$ cat config.mk
export PLATFORM = sky130hd
export DESIGN_NAME = crt_ctrl
export DESIGN_NICKNAME = d
export VERILOG_FILES = /design/src/rtl/crt_pkg.sv /design/src/rtl/crt_ctrl.sv
export SDC_FILE = /design/constraint.sdc
export NUM_CORES = 1
export LEC_CHECK = 0
export ABC_CLOCK_PERIOD_IN_PS = 3250
export BUFFER_PORTS_ARGS = -buffer_cell sky130_fd_sc_hd__buf_2
export CAP_MARGIN = 20
export CORE_MARGIN = 5
export CORE_UTILIZATION = 45
export DETAILED_ROUTE_END_ITERATION = 8
export GPL_TIMING_DRIVEN = 0
export RECOVER_POWER = 50
export SYNTH_ARGS = -nofsm -noshare
export SYNTH_HDL_FRONTEND = slang
export SYNTH_SLANG_ARGS = --single-unit
$ cat constraint.sdc
create_clock -name clk -period 3.25 [get_ports clk]
set_clock_uncertainty 0.2 [all_clocks]
set_input_delay 0.4875 -clock clk [delete_from_list [all_inputs] [get_ports clk]]
set_output_delay 0.4875 -clock clk [all_outputs]
set_load 0.02 [all_outputs]
$ cat src/rtl/crt_pkg.sv
package crt_pkg;

	// Datapath operations issued by the controller
	typedef enum logic [4:0] {
		CMD_NONE,
		CMD_LOAD,
		CMD_DIV_AN,
		CMD_DIV_BM,
		CMD_DIV_AM,
		CMD_DIFF,
		CMD_GCD_INIT,
		CMD_DIV_XY,
		CMD_DIV_DG,
		CMD_DIV_NG,
		CMD_DIV_MG,
		CMD_INV_INIT,
		CMD_DIV_NM2,
		CMD_DIV_R,
		CMD_MUL_QU,
		CMD_INV_UPD,
		CMD_INV_FIX,
		CMD_MUL_DI,
		CMD_DIV_T,
		CMD_MUL_NT,
		CMD_FINAL,
		CMD_FAIL
	} cmd_t;

	// Status returned by the datapath
	typedef struct packed {
		logic div_done;
		logic zero_mod;
		logic y_zero;
		logic r1_zero;
		logic divisible;
	} stat_t;

endpackage

$ cat src/rtl/crt_ctrl.sv
module crt_ctrl (
	input  logic           clk,
	input  logic           arst_n,
	input  logic           s_tvalid,
	output logic           s_tready,
	output logic           m_tvalid,
	input  logic           m_tready,
	input  crt_pkg::stat_t stat,
	output crt_pkg::cmd_t  cmd
);
	import crt_pkg::*;

	typedef enum logic [25:0] {
		S_IDLE   = 26'b1 << 0,
		S_CHECK  = 26'b1 << 1,
		S_AN     = 26'b1 << 2,
		S_BM     = 26'b1 << 3,
		S_AM     = 26'b1 << 4,
		S_DIFF   = 26'b1 << 5,
		S_GINIT  = 26'b1 << 6,
		S_GTEST  = 26'b1 << 7,
		S_GDIV   = 26'b1 << 8,
		S_DG     = 26'b1 << 9,
		S_DGTEST = 26'b1 << 10,
		S_NG     = 26'b1 << 11,
		S_MG     = 26'b1 << 12,
		S_IINIT  = 26'b1 << 13,
		S_NM2    = 26'b1 << 14,
		S_ITEST  = 26'b1 << 15,
		S_IDIV   = 26'b1 << 16,
		S_IMUL   = 26'b1 << 17,
		S_IUPD   = 26'b1 << 18,
		S_IFIX   = 26'b1 << 19,
		S_MDI    = 26'b1 << 20,
		S_T      = 26'b1 << 21,
		S_MNT    = 26'b1 << 22,
		S_FIN    = 26'b1 << 23,
		S_FAIL   = 26'b1 << 24,
		S_WAIT   = 26'b1 << 25
	} state_t;

	state_t state_q, state_d, ret_q, ret_d;
	logic   ovalid_q, out_set, out_free;

	assign out_free = !ovalid_q || m_tready;

	// sequencer
	always_comb begin
		state_d = state_q;
		ret_d   = ret_q;
		cmd     = CMD_NONE;
		out_set = 1'b0;
		unique case (state_q)
			S_IDLE: if (s_tvalid) begin
				cmd     = CMD_LOAD;
				state_d = S_CHECK;
			end
			S_CHECK:  state_d = stat.zero_mod ? S_FAIL : S_AN;
			S_AN: begin cmd = CMD_DIV_AN; ret_d = S_BM;   state_d = S_WAIT; end
			S_BM: begin cmd = CMD_DIV_BM; ret_d = S_AM;   state_d = S_WAIT; end
			S_AM: begin cmd = CMD_DIV_AM; ret_d = S_DIFF; state_d = S_WAIT; end
			S_DIFF:  begin cmd = CMD_DIFF;     state_d = S_GINIT; end
			S_GINIT: begin cmd = CMD_GCD_INIT; state_d = S_GTEST; end
			S_GTEST: state_d = stat.y_zero ? S_DG : S_GDIV;
			S_GDIV: begin cmd = CMD_DIV_XY; ret_d = S_GTEST; state_d = S_WAIT; end
			S_DG:   begin cmd = CMD_DIV_DG; ret_d = S_DGTEST; state_d = S_WAIT; end
			S_DGTEST: state_d = stat.divisible ? S_NG : S_FAIL;
			S_NG:   begin cmd = CMD_DIV_NG; ret_d = S_MG;    state_d = S_WAIT; end
			S_MG:   begin cmd = CMD_DIV_MG; ret_d = S_IINIT; state_d = S_WAIT; end
			S_IINIT: begin cmd = CMD_INV_INIT; state_d = S_NM2; end
			S_NM2:  begin cmd = CMD_DIV_NM2; ret_d = S_ITEST; state_d = S_WAIT; end
			S_ITEST: state_d = stat.r1_zero ? S_IFIX : S_IDIV;
			S_IDIV: begin cmd = CMD_DIV_R; ret_d = S_IMUL; state_d = S_WAIT; end
			S_IMUL: begin cmd = CMD_MUL_QU;  state_d = S_IUPD; end
			S_IUPD: begin cmd = CMD_INV_UPD; state_d = S_ITEST; end
			S_IFIX: begin cmd = CMD_INV_FIX; state_d = S_MDI; end
			S_MDI:  begin cmd = CMD_MUL_DI;  state_d = S_T; end
			S_T:    begin cmd = CMD_DIV_T; ret_d = S_MNT; state_d = S_WAIT; end
			S_MNT:  begin cmd = CMD_MUL_NT;  state_d = S_FIN; end
			S_FIN: if (out_free) begin
				cmd     = CMD_FINAL;
				out_set = 1'b1;
				state_d = S_IDLE;
			end
			S_FAIL: if (out_free) begin
				cmd     = CMD_FAIL;
				out_set = 1'b1;
				state_d = S_IDLE;
			end
			S_WAIT: if (stat.div_done)
				state_d = ret_q;
			default: state_d = S_IDLE;
		endcase
	end

	// state and output valid
	always_ff @(posedge clk or negedge arst_n) begin
		if (!arst_n) begin
			state_q  <= S_IDLE;
			ret_q    <= S_IDLE;
			ovalid_q <= 1'b0;
		end else begin
			state_q <= state_d;
			ret_q   <= ret_d;
			if (out_set)
				ovalid_q <= 1'b1;
			else if (m_tready)
				ovalid_q <= 1'b0;
		end
	end

	assign s_tready = (state_q == S_IDLE);
	assign m_tvalid = ovalid_q;
endmodule

==> flow_summary.json <==
{
  "outcome": "complete, but fails checks",
  "violations": "capacitance limit, slew limit",
  "rows": 25,
  "cp_data_arrival_time_ns": 2.52,
  "yosys.area_share.xor_xnor": 0.0280,
  "r2r_slack_ns": 0.45,
  "fin_setup_tns_ns": 0,
  "setup_ws_ns": 0.0445,
  "reg2reg_from": "state_q[17]",
  "startpoint": "state_q[1]",
  "die_h_um": 79.7,
  "grt_pass1_vias": 1774,
  "fmax_mhz": 312,
  "holdWs_ns": 0.150,
  "stdcell_area_mm2": 0.00274,
  "clkSinkCount": 38,
  "vdd_drop_max_mv": 0.288,
  "synth_compound_area_frac": 0.0938,
  "cts_buffers": 5,
  "p_leak_nw": 1.30,
  "via_count": 1889,
  "cts_root_buf": "clkbuf_8",
  "grt_max_degree": 39,
  "tightest_slew_ns": 2.02,
  "routed_wl_um": 5850,
  "crit_end": "cmd[2]",
  "cap_violations": 1,
  "diodes": 0,
  "die_area_mm2": 0.00636,
  "clkTransAtPathRegs_ns": 0.08,
  "start_kind": "flip-flop",
  "drc_errors": 0,
  "crit_slowest_cell": "or4_4",
  "crit_chain": "nor4_4 > nand2_2 > buf_6 > or4_4 > nor4b_4 > nor3_2 > o2111ai_1 > buf_4",
  "place_congestion": 0.881,
  "vias_per_cell": 5.69,
  "stdcell_count": 332,
  "htree_num_levels": 2,
  "yosysWarnings": 0,
  "area_growth_syn_to_layout_pct": 25.3,
  "antenna_left": 0,
  "place_ws_ns": 0.0414,
  "n_fill_cell": 419,
  "syn_area_per_cell_um2": 10.0,
  "synthAdderAreaFrac": 0,
  "worstPathMaxFanout": 6,
  "power_mw": 1.42,
  "required_ns": 2.56,
  "synthSimpleGateAreaFrac": 0.399,
  "fin_util": 0.580,
  "hpwl_um": 4150,
  "fin_crit_ns": 3.21,
  "powerDensity_mw_per_mm2": 517,
  "synthCells": 218,
  "drive_above_1_share": 0.340,
  "reg2regPathDepth": 10,
  "antenna_found_initial": 0,
  "timing.rr.end": "state_q[4]",
  "num_io_pins": 16,
  "fp.dieW_um": 79.7,
  "grt_usage": 0.193,
  "postCtsHoldBufs": 0,
  "clockBufferDepth": 2,
  "grt_pass1_wl_um": 9190,
  "ys_types": 49,
  "finalSetupViolations": 0,
  "wire_per_inst_um": 17.6,
  "ys_seq_area_frac": 0.436,
  "core_area_mm2": 0.00472,
  "synth-seq-cells": 38,
  "firstDrtPassIters": 4,
  "max-slew-margin-rel": -0.345,
  "cp_slowest_stage_delay_ns": 0.44,
  "synthMuxAreaShare": 0.00515,
  "syn_area_mm2": 0.00219,
  "io_buffers": 15,
  "first_iter_violations": 178,
  "hold_path_class": "in2reg",
  "syn_nets": 227,
  "nets": 273,
  "synth_top_family_by_area": "simple AND/OR/NAND/NOR gates",
  "grt_remaining_overflow": 0,
  "post_dp_cell_area_mm2": 0.00235,
  "dp_cells": 300,
  "endpoint_kind": "primary output",
  "grt_setup_unrepaired": "yes",
  "drv_slew": 39,
  "start_util": 0.463,
  "insertion_delay_ns": 0.29,
  "critPathKind": "reg2out",
  "min_period_over_period": 0.986,
  "hold_violations": 0,
  "cts_tree": "done"
}
## registers in the layout, summed over array words and instances, names as in the netlist
signal    cells
ret_q        11
m_tvalid      1
state_q      26
## cell usage after synthesis, drive strengths merged
| master | count | area [um^2] |
|---|---|---|
| nor3 | 17 | 85.1 |
| and4b | 3 | 30.0 |
| nor2 | 16 | 62.6 |
| a211oi | 1 | 7.51 |
| a22oi | 1 | 7.51 |
| inv | 4 | 15.0 |
| o311ai | 1 | 8.76 |
| nand3b | 4 | 30.0 |
| o22ai | 3 | 25.0 |
| o41ai | 1 | 8.76 |
| and2 | 13 | 81.3 |
| nand2b | 4 | 25.0 |
| and3 | 3 | 23.8 |
| mux2 | 1 | 11.3 |
| dfstp | 2 | 52.6 |
| a21o | 6 | 52.6 |
| nor4 | 18 | 203 |
| a221o | 1 | 10.0 |
| nand4 | 5 | 31.3 |
| and3b | 1 | 8.76 |
| buf | 9 | 66.3 |
| nor2b | 1 | 6.26 |
| a21oi | 4 | 20.0 |
| or4 | 2 | 22.5 |
| o21ai | 6 | 30.0 |
| dfrtp | 36 | 901 |
| clkbuf | 1 | 3.75 |
| o32ai | 1 | 8.76 |
| nand2 | 22 | 90.1 |
| o2111ai | 1 | 8.76 |
| a32o | 1 | 10.0 |
| xnor2 | 5 | 43.8 |
| nor4b | 6 | 65.1 |
| nand3 | 6 | 35.0 |
| or3 | 2 | 12.5 |
| xor2 | 2 | 17.5 |
| nand4b | 6 | 52.6 |
| nor3b | 1 | 7.51 |
| o21bai | 1 | 7.51 |
## worst max-delay path: cells and delay by family, from the launching register on
family,cells,cell delay (ns)
simple gates,5,1.34
flops,1,0.43
buf+inv,2,0.33
compound gates,1,0.12
## cells in the final DEF (no fill, tap or decap), types with 5 or more instances in the layout
cell	synthesis	routed
dfrtp_2	0	5
nand4_1	5	5
nand2_1	19	19
and2_1	13	13
xnor2_1	5	5
nor2_1	15	13
nor3_1	17	13
a21o_1	5	5
buf_4	1	28
buf_2	5	15
o21ai_0	6	6
dfrtp_1	36	31
clkbuf_8	0	6
nand4b_1	6	6
nor4_4	6	8
nor4_1	12	10
## worst min-delay path by stage
| stage | end | slack [ns] | cells after the start | startpoint |
|---|---|---|---|---|
| after floorplan | m_tvalid | -0.008 | 0 | arst_n |
| after global placement | ret_q[13] | 0.25 | 1 | ret_q[13] |
| after detailed placement | ret_q[22] | 0.26 | 2 | ret_q[22] |
| after CTS | state_q[9] | 0.13 | 1 | arst_n |
| after global routing | state_q[8] | 0.15 | 2 | stat[2] |
| final | state_q[8] | 0.15 | 2 | stat[2] |
## cells by family after synthesis
logic type / count (synthesis)
buf+inv: 14
simple gates: 130
xor+xnor: 7
flops: 38
mux: 1
compound gates: 28
## report_power, final
group | internal (mW) | total [mW] | switching (mW)
Sequential | 0.504 | 0.532 | 0.0283
Combinational | 0.246 | 0.546 | 0.300
Clock | 0.171 | 0.339 | 0.168
Total | 0.921 | 1.42 | 0.497
## area by class of cell
class	count	area, um^2	area share
multi-input combinational	166	1250	0.457
sequential	38	960	0.350
timing repair buffer	40	269	0.0981
clock buffer	7	86.3	0.0315
tap	67	83.8	0.0306
buffer	9	68.8	0.0251
inverter	4	15.0	0.00548
clock inverter	1	5.00	0.00183
## layer usage
metal  track usage  part of all wire  vias to the layer above
met5             0                 0                        -
met2         0.301              0.48                       49
met4        0.0743             0.013                        0
met3        0.0395             0.050                        9
met1         0.263              0.46                      931
li1              -                 -                      900
## what timing repair did
item,4_1_cts,5_1_grt
pin swaps,8,9
buffers inserted,10,15
gates resized for setup,13,15
setup endpoints to repair,4,5
Power figures use the tool's default switching activity.
